`src/tpr_pkg.sv`:
```
// texture prefetch ranker: shared constants, codes and types
// no dependencies; imported by every module of the block
package tpr_pkg;

  localparam int HISTORY_DEPTH = 1024;
  localparam int WINDOW_MAX    = 32;

  localparam int HIST_AW = $clog2(HISTORY_DEPTH);
  localparam int LEN_W   = HIST_AW + 1;
  localparam int POS_W   = HIST_AW + 1;
  localparam int MEM_AW  = HIST_AW + 1;
  localparam int WIN_CW  = $clog2(WINDOW_MAX + 1);
  localparam int WIN_IW  = (WINDOW_MAX > 1) ? $clog2(WINDOW_MAX) : 1;
  localparam int POS_MAX = 2 * HISTORY_DEPTH - 1;

  typedef enum logic [1:0] {
    REQ_RECORD = 2'd0,
    REQ_FRAME  = 2'd1,
    REQ_QUERY  = 2'd2,
    REQ_NONE   = 2'd3
  } req_t;

  typedef enum logic [1:0] {
    ST_VALID = 2'd0,
    ST_EMPTY = 2'd1,
    ST_NA    = 2'd2
  } status_t;

  typedef enum logic [2:0] {
    RK_IDLE,
    RK_READ,
    RK_DRAIN,
    RK_SCAN,
    RK_EMIT
  } rank_state_t;

  typedef struct packed {
    logic              start;
    logic [WIN_CW-1:0] count;
    logic [POS_W-1:0]  pos;
    logic [LEN_W-1:0]  len;
    logic              bank;
    logic              ovf;
  } query_cmd_t;

  typedef struct packed {
    logic              en;
    logic [MEM_AW-1:0] addr;
  } mem_rd_t;

endpackage

```
`src/tpr_if.sv`:
```


interface tpr_out_if;
  logic        valid;
  logic        ready;
  logic [31:0] ranked_id;
  logic [15:0] rank_weight;
  logic [1:0]  status;
  logic        last_of_run;
  logic        history_overflow;

  modport source (output valid, ranked_id, rank_weight, status, last_of_run,
                  history_overflow, input ready);
  modport sink   (input valid, ranked_id, rank_weight, status, last_of_run,
                  history_overflow, output ready);
endinterface

```
`src/tpr_rank.sv`:
```
// texture prefetch ranker: query engine (window read, distinct count, ranked emit)
// depends on tpr_pkg, tpr_if; reads the history memory through a registered read port
module tpr_rank
  import tpr_pkg::*;
(
  input  logic        clk,
  input  logic        rst_n,
  input  query_cmd_t  cmd,
  output logic        busy,
  output mem_rd_t     rd,
  input  logic [31:0] rd_data,
  tpr_out_if.source   out_ch
);

  rank_state_t state_r, state_nxt;

  logic [POS_W-1:0]  pos_r;
  logic [LEN_W-1:0]  len_r;
  logic              bank_r;
  logic              ovf_r;
  logic [WIN_CW-1:0] cnt_r;
  logic [WIN_CW-1:0] i_r;
  logic              rdv_r;
  logic [WIN_CW-1:0] ndist_r;
  logic [31:0]       ids_r  [WINDOW_MAX];
  logic [WIN_CW-1:0] cnts_r [WINDOW_MAX];
  logic [WINDOW_MAX-1:0] done_r;
  logic [WIN_IW-1:0] j_r;
  logic [WIN_IW-1:0] best_r;
  logic [15:0]       best_w_r;
  logic              have_r;
  logic [WIN_CW-1:0] emitted_r;

  logic        out_valid_r;
  logic [31:0] out_id_r;
  logic [15:0] out_w_r;
  status_t     out_st_r;
  logic        out_last_r;
  logic        out_ovf_r;

  // start checks
  logic [POS_W+WIN_CW:0] win_end;
  logic                  q_na, q_empty;
  logic [WIN_CW-1:0]     last_i;
  logic                  slot_free;

  always_comb begin
    win_end = (POS_W+WIN_CW+1)'(cmd.pos) + (POS_W+WIN_CW+1)'(cmd.count);
    q_na    = (cmd.pos > cmd.len) ||
              ((cmd.count != '0) &&
               ((cmd.len == '0) ||
                (win_end > ((POS_W+WIN_CW+1)'(cmd.len) << 1))));
    q_empty = (cmd.count == '0);
    last_i  = cnt_r - WIN_CW'(1);
    slot_free = !out_valid_r || out_ch.ready;
  end

  // window address with one wrap
  logic [POS_W:0] idx;
  logic [POS_W:0] off;
  always_comb begin
    idx = (POS_W+1)'(pos_r) + (POS_W+1)'(i_r);
    off = (idx >= (POS_W+1)'(len_r)) ? idx - (POS_W+1)'(len_r) : idx;
  end

  // parallel match against the distinct table
  logic [WINDOW_MAX-1:0] hit;
  always_comb begin
    for (int k = 0; k < WINDOW_MAX; k++) begin
      hit[k] = (WIN_CW'(k) < ndist_r) && (ids_r[k] == rd_data);
    end
  end

  // weight of the entry under the scan pointer
  logic [WIN_CW-1:0]   rank_rev;
  logic [2*WIN_CW-1:0] prod;
  logic [15:0]         w_j;
  logic                take;
  logic                scan_end;
  always_comb begin
    rank_rev = ndist_r - WIN_CW'(j_r);
    prod     = rank_rev * cnts_r[j_r];
    w_j      = 16'(prod);
    take     = !done_r[j_r] && (!have_r || (w_j > best_w_r));
    scan_end = (WIN_CW'(j_r) == ndist_r - WIN_CW'(1));
  end

  // next state
  always_comb begin
    state_nxt = state_r;
    case (state_r)
      RK_IDLE: begin
        if (cmd.start && !q_na && !q_empty) state_nxt = RK_READ;
      end
      RK_READ: begin
        if (i_r == last_i) state_nxt = RK_DRAIN;
      end
      RK_DRAIN: state_nxt = RK_SCAN;
      RK_SCAN: begin
        if (scan_end) state_nxt = RK_EMIT;
      end
      RK_EMIT: begin
        if (slot_free) begin
          state_nxt = (emitted_r + WIN_CW'(1) == ndist_r) ? RK_IDLE : RK_SCAN;
        end
      end
      default: state_nxt = RK_IDLE;
    endcase
  end

  // outputs of the state machine
  logic load_status, load_rank;
  always_comb begin
    rd.en       = 1'b0;
    rd.addr     = {bank_r, off[HIST_AW-1:0]};
    load_status = 1'b0;
    load_rank   = 1'b0;
    case (state_r)
      RK_IDLE: load_status = cmd.start && (q_na || q_empty);
      RK_READ: rd.en = 1'b1;
      RK_EMIT: load_rank = slot_free;
      default: ;
    endcase
  end

  always_ff @(posedge clk) begin
    if (!rst_n) begin
      state_r     <= RK_IDLE;
      rdv_r       <= 1'b0;
      out_valid_r <= 1'b0;
    end else begin
      state_r <= state_nxt;
      rdv_r   <= rd.en;
      if (load_status || load_rank) begin
        out_valid_r <= 1'b1;
      end else if (out_ch.ready) begin
        out_valid_r <= 1'b0;
      end
    end
  end

  always_ff @(posedge clk) begin
    if (state_r == RK_IDLE && cmd.start) begin
      pos_r   <= cmd.pos;
      len_r   <= cmd.len;
      bank_r  <= cmd.bank;
      ovf_r   <= cmd.ovf;
      cnt_r   <= cmd.count;
      i_r     <= '0;
      ndist_r <= '0;
      done_r  <= '0;
    end
    if (state_r == RK_READ) begin
      i_r <= i_r + WIN_CW'(1);
    end
    // table update on each returning id
    if (rdv_r) begin
      if (hit != '0) begin
        for (int k = 0; k < WINDOW_MAX; k++) begin
          if (hit[k]) cnts_r[k] <= cnts_r[k] + WIN_CW'(1);
        end
      end else begin
        ids_r[ndist_r[WIN_IW-1:0]]  <= rd_data;
        cnts_r[ndist_r[WIN_IW-1:0]] <= WIN_CW'(1);
        ndist_r <= ndist_r + WIN_CW'(1);
      end
    end
    if (state_r == RK_DRAIN) begin
      j_r       <= '0;
      have_r    <= 1'b0;
      emitted_r <= '0;
    end
    if (state_r == RK_SCAN) begin
      if (take) begin
        best_r   <= j_r;
        best_w_r <= w_j;
        have_r   <= 1'b1;
      end
      if (!scan_end) j_r <= j_r + WIN_IW'(1);
    end
    if (load_rank) begin
      done_r[best_r] <= 1'b1;
      emitted_r      <= emitted_r + WIN_CW'(1);
      j_r            <= '0;
      have_r         <= 1'b0;
      out_id_r       <= ids_r[best_r];
      out_w_r        <= best_w_r;
      out_st_r       <= ST_VALID;
      out_last_r     <= (emitted_r + WIN_CW'(1) == ndist_r);
      out_ovf_r      <= ovf_r;
    end
    if (load_status) begin
      out_id_r   <= '0;
      out_w_r    <= '0;
      out_st_r   <= q_na ? ST_NA : ST_EMPTY;
      out_last_r <= 1'b1;
      out_ovf_r  <= cmd.ovf;
    end
  end

  assign busy                    = (state_r != RK_IDLE) || out_valid_r;
  assign out_ch.valid            = out_valid_r;
  assign out_ch.ranked_id        = out_id_r;
  assign out_ch.rank_weight      = out_w_r;
  assign out_ch.status           = out_st_r;
  assign out_ch.last_of_run      = out_last_r;
  assign out_ch.history_overflow = out_ovf_r;

  // a ranked result never appears while ids are still being collected
  a_no_emit_in_read: assert property (@(posedge clk) disable iff (!rst_n)
    (state_r == RK_READ) |-> !load_rank)
    else $error("ranked result during window read");

  // distinct count never exceeds the window
  a_ndist_bound: assert property (@(posedge clk) disable iff (!rst_n)
    (state_r == RK_SCAN) |-> (ndist_r <= cnt_r))
    else $error("distinct count above window");

  // a scan only runs over a nonempty table
  a_scan_nonempty: assert property (@(posedge clk) disable iff (!rst_n)
    $rose(state_r == RK_SCAN) |-> (ndist_r != '0))
    else $error("scan over empty table");

endmodule

```
`src/flat_wrapper.sv`:
```
// flat-port wrapper written by rule: the top's interface ports become plain ports
module tpr_rank_flat import tpr_pkg::*;
  (clk, rst_n, cmd, busy, rd, rd_data, out_ch_valid, out_ch_ranked_id, out_ch_rank_weight, out_ch_status, out_ch_last_of_run, out_ch_history_overflow, out_ch_ready);
  tpr_out_if out_ch_i ();
  input  logic clk;
  input  logic rst_n;
  input  query_cmd_t cmd;
  output logic busy;
  output mem_rd_t rd;
  input  logic [31:0] rd_data;
  output wire logic [$bits(out_ch_i.valid)-1:0] out_ch_valid;
  output wire logic [$bits(out_ch_i.ranked_id)-1:0] out_ch_ranked_id;
  output wire logic [$bits(out_ch_i.rank_weight)-1:0] out_ch_rank_weight;
  output wire logic [$bits(out_ch_i.status)-1:0] out_ch_status;
  output wire logic [$bits(out_ch_i.last_of_run)-1:0] out_ch_last_of_run;
  output wire logic [$bits(out_ch_i.history_overflow)-1:0] out_ch_history_overflow;
  input wire logic [$bits(out_ch_i.ready)-1:0] out_ch_ready;
  assign out_ch_valid = out_ch_i.valid;
  assign out_ch_ranked_id = out_ch_i.ranked_id;
  assign out_ch_rank_weight = out_ch_i.rank_weight;
  assign out_ch_status = out_ch_i.status;
  assign out_ch_last_of_run = out_ch_i.last_of_run;
  assign out_ch_history_overflow = out_ch_i.history_overflow;
  assign out_ch_i.ready = out_ch_ready;
  tpr_rank u_core (.clk(clk), .rst_n(rst_n), .cmd(cmd), .busy(busy), .rd(rd), .rd_data(rd_data), .out_ch(out_ch_i));
endmodule
```
`config.mk`:
```
export PLATFORM = sky130hd
export DESIGN_NAME = tpr_rank_flat
export DESIGN_NICKNAME = d
export VERILOG_FILES = /design/src/tpr_pkg.sv /design/src/tpr_if.sv /design/src/tpr_rank.sv /design/src/flat_wrapper.sv
export SDC_FILE = /design/constraint.sdc
export NUM_CORES = 2
export LEC_CHECK = 0
export ABC_AREA = 1
export ABC_CLOCK_PERIOD_IN_PS = 9800
export BUFFER_PORTS_ARGS = -buffer_cell sky130_fd_sc_hd__buf_4
export CORE_MARGIN = 1.5
export CORE_UTILIZATION = 40
export DETAILED_ROUTE_END_ITERATION = 10
export PLACE_DENSITY = 0.61
export REMOVE_ABC_BUFFERS = 1
export SLEW_MARGIN = 20
export SYNTH_ARGS = -nofsm -noshare
export SYNTH_HDL_FRONTEND = slang
export SYNTH_SLANG_ARGS = --single-unit
```
`constraint.sdc`:
```
create_clock -name clk -period 9.8 [get_ports clk]
set_clock_uncertainty 0.1 [all_clocks]
set_input_delay 2.94 -clock clk [delete_from_list [all_inputs] [get_ports clk]]
set_output_delay 2.94 -clock clk [all_outputs]
set_load 0.1 [all_outputs]
```
==> impl_metrics.csv <==
group,metric,value,unit
cts,htreeDepth,4,
detailed_routing,wl_per_cell,29.4,um
worst_setup_path,crit_required,10.14,ns
sta,rsz0062_at_grt,"no",
cts,cts_tree,"built",
cts,insertion_delay,0.85,ns
worst_setup_path,crit_path_end_kind,"flip-flop",
worst_setup_path,max_stage_delay,0.70,ns
hold_path,hold_class,"reg -> reg",
logic_synthesis,synth_xor_area_share,8.89,%
global_route,grt_pass1_wl,426000,um
power_and_ir_drop,power_density,210,mW/mm^2
detailed_routing,first_pass_iters,7,
cts,ctsHoldBuffers,0,
worst_setup_path,r2r_cells,31,
logic_synthesis,ys_ff_latch,1372,
cts,clk_pin_slew,0.06,ns
sta,fin_setup_tns,0,ns
logic_synthesis,synth_edf_count,1086,
power_and_ir_drop,irDropWorstVdd,328,uV
cts,cts_buffers,155,
die,core_region_area,0.180,mm^2
power_and_ir_drop,p_leak,31.6,nW
cts,clockRootBuffer,"clkbuf_16",
worst_setup_path,cp_max_fo,53,
logic_synthesis,synth-compound-area-share,12.2,%
logic_synthesis,synthTopCellsByArea,"edfxtp_1, nand2_1, dfxtp_1, xnor2_1, inv_1",
cts,cts_sinks,1372,
global_route,grt_use_total,32.4,%
placed_design,gp_congestion,1.02,
worst_setup_path,worstSetupPathType,"reg -> reg",
detailed_routing,ant_nets,0,
global_route,grt_max_degree,106,
logic_synthesis,synth_fa_ha_area_share,2.70,%
finish,final_nets,8127,
detailed_routing,num_vias,61800,
logic_synthesis,yosys.area_share.simple,16.7,%
die,start_util,40.2,%
detailed_routing,drtIter0Drc,9466,
worst_setup_path,critPathBufInv,5,
hold_path,whs_path_depth,2,
logic_synthesis,yosysMostFrequentCell,"nand2_1",
logic_synthesis,yosys-top-cells-count,"nand2_1, edfxtp_1, inv_1, nor2_1, xnor2_1",
sta,max_clock_freq,117,MHz
cts,postCtsSetupRepairBufs,0,
global_route,antenna_found_initial,19,
detailed_routing,drt_wl_total,307000,um
logic_synthesis,synthDistinctLibCells,55,
placed_design,portBuffers,127,
die,die_area,0.184,mm^2
worst_setup_path,setup.worst_path.start_class,"flip-flop",
logic_synthesis,synthCells,7821,
logic_synthesis,synth_top_area_share,45.0,%
logic_synthesis,yosys_warnings,0,
worst_setup_path,crit_top_cell,"o21ai_0",
die,die-width,429,um
finish,area_growth,12.5,%
sta,setup_viol_count_final,0,
sta,slew_violations,0,
logic_synthesis,synth_top_family_by_area,"simple AND/OR/NAND/NOR gates",
detailed_routing,drcViolationCount,0,
cts,post_cts_resized,0,
die,ios,132,
logic_synthesis,ys.flop_type,"edfxtp_1",
cts,clockBufferDepth,3,
global_route,grt_pass1_vias,57200,
placed_design,dp_hpwl,215000,um
worst_setup_path,worstPathArrival,8.90,ns
sta,hold_viol,0,
detailed_routing,drt-vias-per-instance,5.92,
finish,finalNonFillerCells,10400,
die,row_count,156,
finish,drive_gt1_share,7.77,%
logic_synthesis,synth_mux_area_share,0.0587,%
die,chipHeight,429,um
logic_synthesis,async_flop_share,0,%
sta,worst_pin_slew,1.28,ns
sta,relSlewSlack,13.6,%
global_route,grt_overflow,0,
run,cap_viol_max_count,0,
run_status,status,"finished clean",
sta,final.min_clock_period,8.56,ns
logic_synthesis,synth_top_cell_by_area,"edfxtp_1",
logic_synthesis,avgSynthCellArea,9.26,um^2
worst_setup_path,slowest_stage,"nor2_2",
logic_synthesis,syn-cell-area,0.0724,mm^2
logic_synthesis,seq_area_frac_synth,52.9,%
worst_setup_path,crit_family,"compound AO/OA/AOI/OAI gates",
worst_setup_path,worst-path-stages,31,
sta,fin_crit_sh,87.3,%
placed_design,dp_cells,10100,
-- worst reg2reg max path: cells and delay by family, from the launching register on --
family | cells | cell delay [ns]
compound gates | 11 | 2.23
buf+inv | 5 | 1.25
fa+ha+maj | 5 | 2.20
simple gates | 9 | 1.66
flops | 1 | 0.59
xor+xnor | 1 | 0.14
-- state kept, by name, summed over array words and instances, names as in the netlist, 2 cells and up --
| name | flops |
|---|---|
| u_core.best_w_r | 12 |
| u_core.done_r | 32 |
| u_core.out_ch.status | 2 |
| u_core.best_r | 5 |
| u_core.pos_r | 11 |
| u_core.j_r | 5 |
| u_core.cnt_r | 6 |
| u_core.out_ch.rank_weight | 12 |
| u_core.ids_r | 1024 |
| u_core.out_ch.ranked_id | 32 |
| u_core.ndist_r | 6 |
| u_core.len_r | 11 |
| u_core.cnts_r | 192 |
| u_core.i_r | 6 |
| u_core.emitted_r | 6 |
| u_core.state_r | 3 |
-- power by group --
group	switching [mW]	total (mW)	leakage, nW	internal, mW
combinational	3.13	4.68	17.1	1.56
clock	2.57	5.86	2.42	3.29
sequential	0.116	6.60	12.1	6.48
total	5.81	17.1	31.6	11.3
-- through the flow --
step	hold slack (ns)	setup WS, ns	instance area [um^2]	power, mW	util, %
after floorplan	0.329	-2.36	70900	9.89	-
after global placement	0.339	1.39	76400	11.3	42.4
after detailed placement	0.345	1.34	76400	11.4	42.4
final	0.359	1.24	81500	17.1	45.2
after CTS	0.360	1.30	81400	17.1	45.1
after global routing	0.372	0.651	81400	18.0	45.2
-- metal layers --
layer / global-route usage [%] / share of wire [%] / vias up
li1: - / - / 26800
met4: 18.9 / 6.8 / 20
met2: 47.3 / 42 / 4254
met5: 0 / 0.048 / -
met3: 10.1 / 13 / 810
met1: 42.4 / 38 / 29900
-- logic make-up after synthesis --
family                     Yosys count
xor gates and xnor gates           735
adders and majority gates          144
AOI/OAI and AO/OA                 1417
and+or+nand+nor                   2943
muxes                                4
other                                1
DFF                               1372
buffers and inverters             1205
-- final timing paths --
check	start	endpoint	slack (ns)
max	u_core.j_r[0]$_SDFF_PP0_	u_core.best_w_r[5]$_DFFE_PP_	1.24
max reg2reg	u_core.j_r[0]$_SDFF_PP0_	u_core.best_w_r[5]$_DFFE_PP_	1.24
min reg2reg	u_core.done_r[6]$_DFF_P_	u_core.done_r[6]$_DFF_P_	0.36
min	u_core.done_r[6]$_DFF_P_	u_core.done_r[6]$_DFF_P_	0.36
-- layout by cell type (no fill, tap or decap), types with 9 or more instances in the layout --
cell type / synthesis / layout
buf_4: 32 / 280
a211oi_1: 36 / 36
diode_2: 0 / 11
clkbuf_8: 0 / 17
clkinv_2: 0 / 20
nand3_1: 232 / 232
xnor2_1: 632 / 632
o221ai_1: 48 / 48
xor2_1: 103 / 103
clkinv_1: 9 / 31
inv_1: 829 / 824
o2111ai_1: 17 / 17
a22oi_1: 357 / 357
inv_2: 13 / 16
a221oi_1: 28 / 28
nand3_2: 14 / 14
o211ai_1: 24 / 24
o22ai_1: 80 / 80
nor3b_1: 12 / 12
and2_1: 12 / 12
a31oi_1: 18 / 18
ha_1: 123 / 123
nor2_2: 9 / 10
edfxtp_1: 1086 / 1086
nor2_1: 708 / 681
clkbuf_16: 0 / 156
clkbuf_1: 192 / 39
a21oi_1: 330 / 330
buf_12: 0 / 9
dfxtp_1: 286 / 283
nand2_1: 1711 / 1707
a41oi_1: 12 / 12
fa_1: 21 / 21
a22o_1: 14 / 14
nor3_2: 2 / 10
or2_2: 16 / 16
o21ai_0: 419 / 419
nor3_1: 58 / 50
nand4_1: 142 / 142
nor2_4: 1 / 27
-- cell type report --
cell class / instances / area [um^2]
Fill cell: 17100 / 98900
Sequential cell: 1372 / 38300
Multi-Input combinational cell: 5247 / 29600
Clock buffer: 212 / 4280
Inverter: 851 / 3210
Tap cell: 2370 / 2970
Timing Repair Buffer: 290 / 2310
Clock inverter: 72 / 706
Antenna cell: 11 / 27.5
Power figures use the tool's default switching activity.
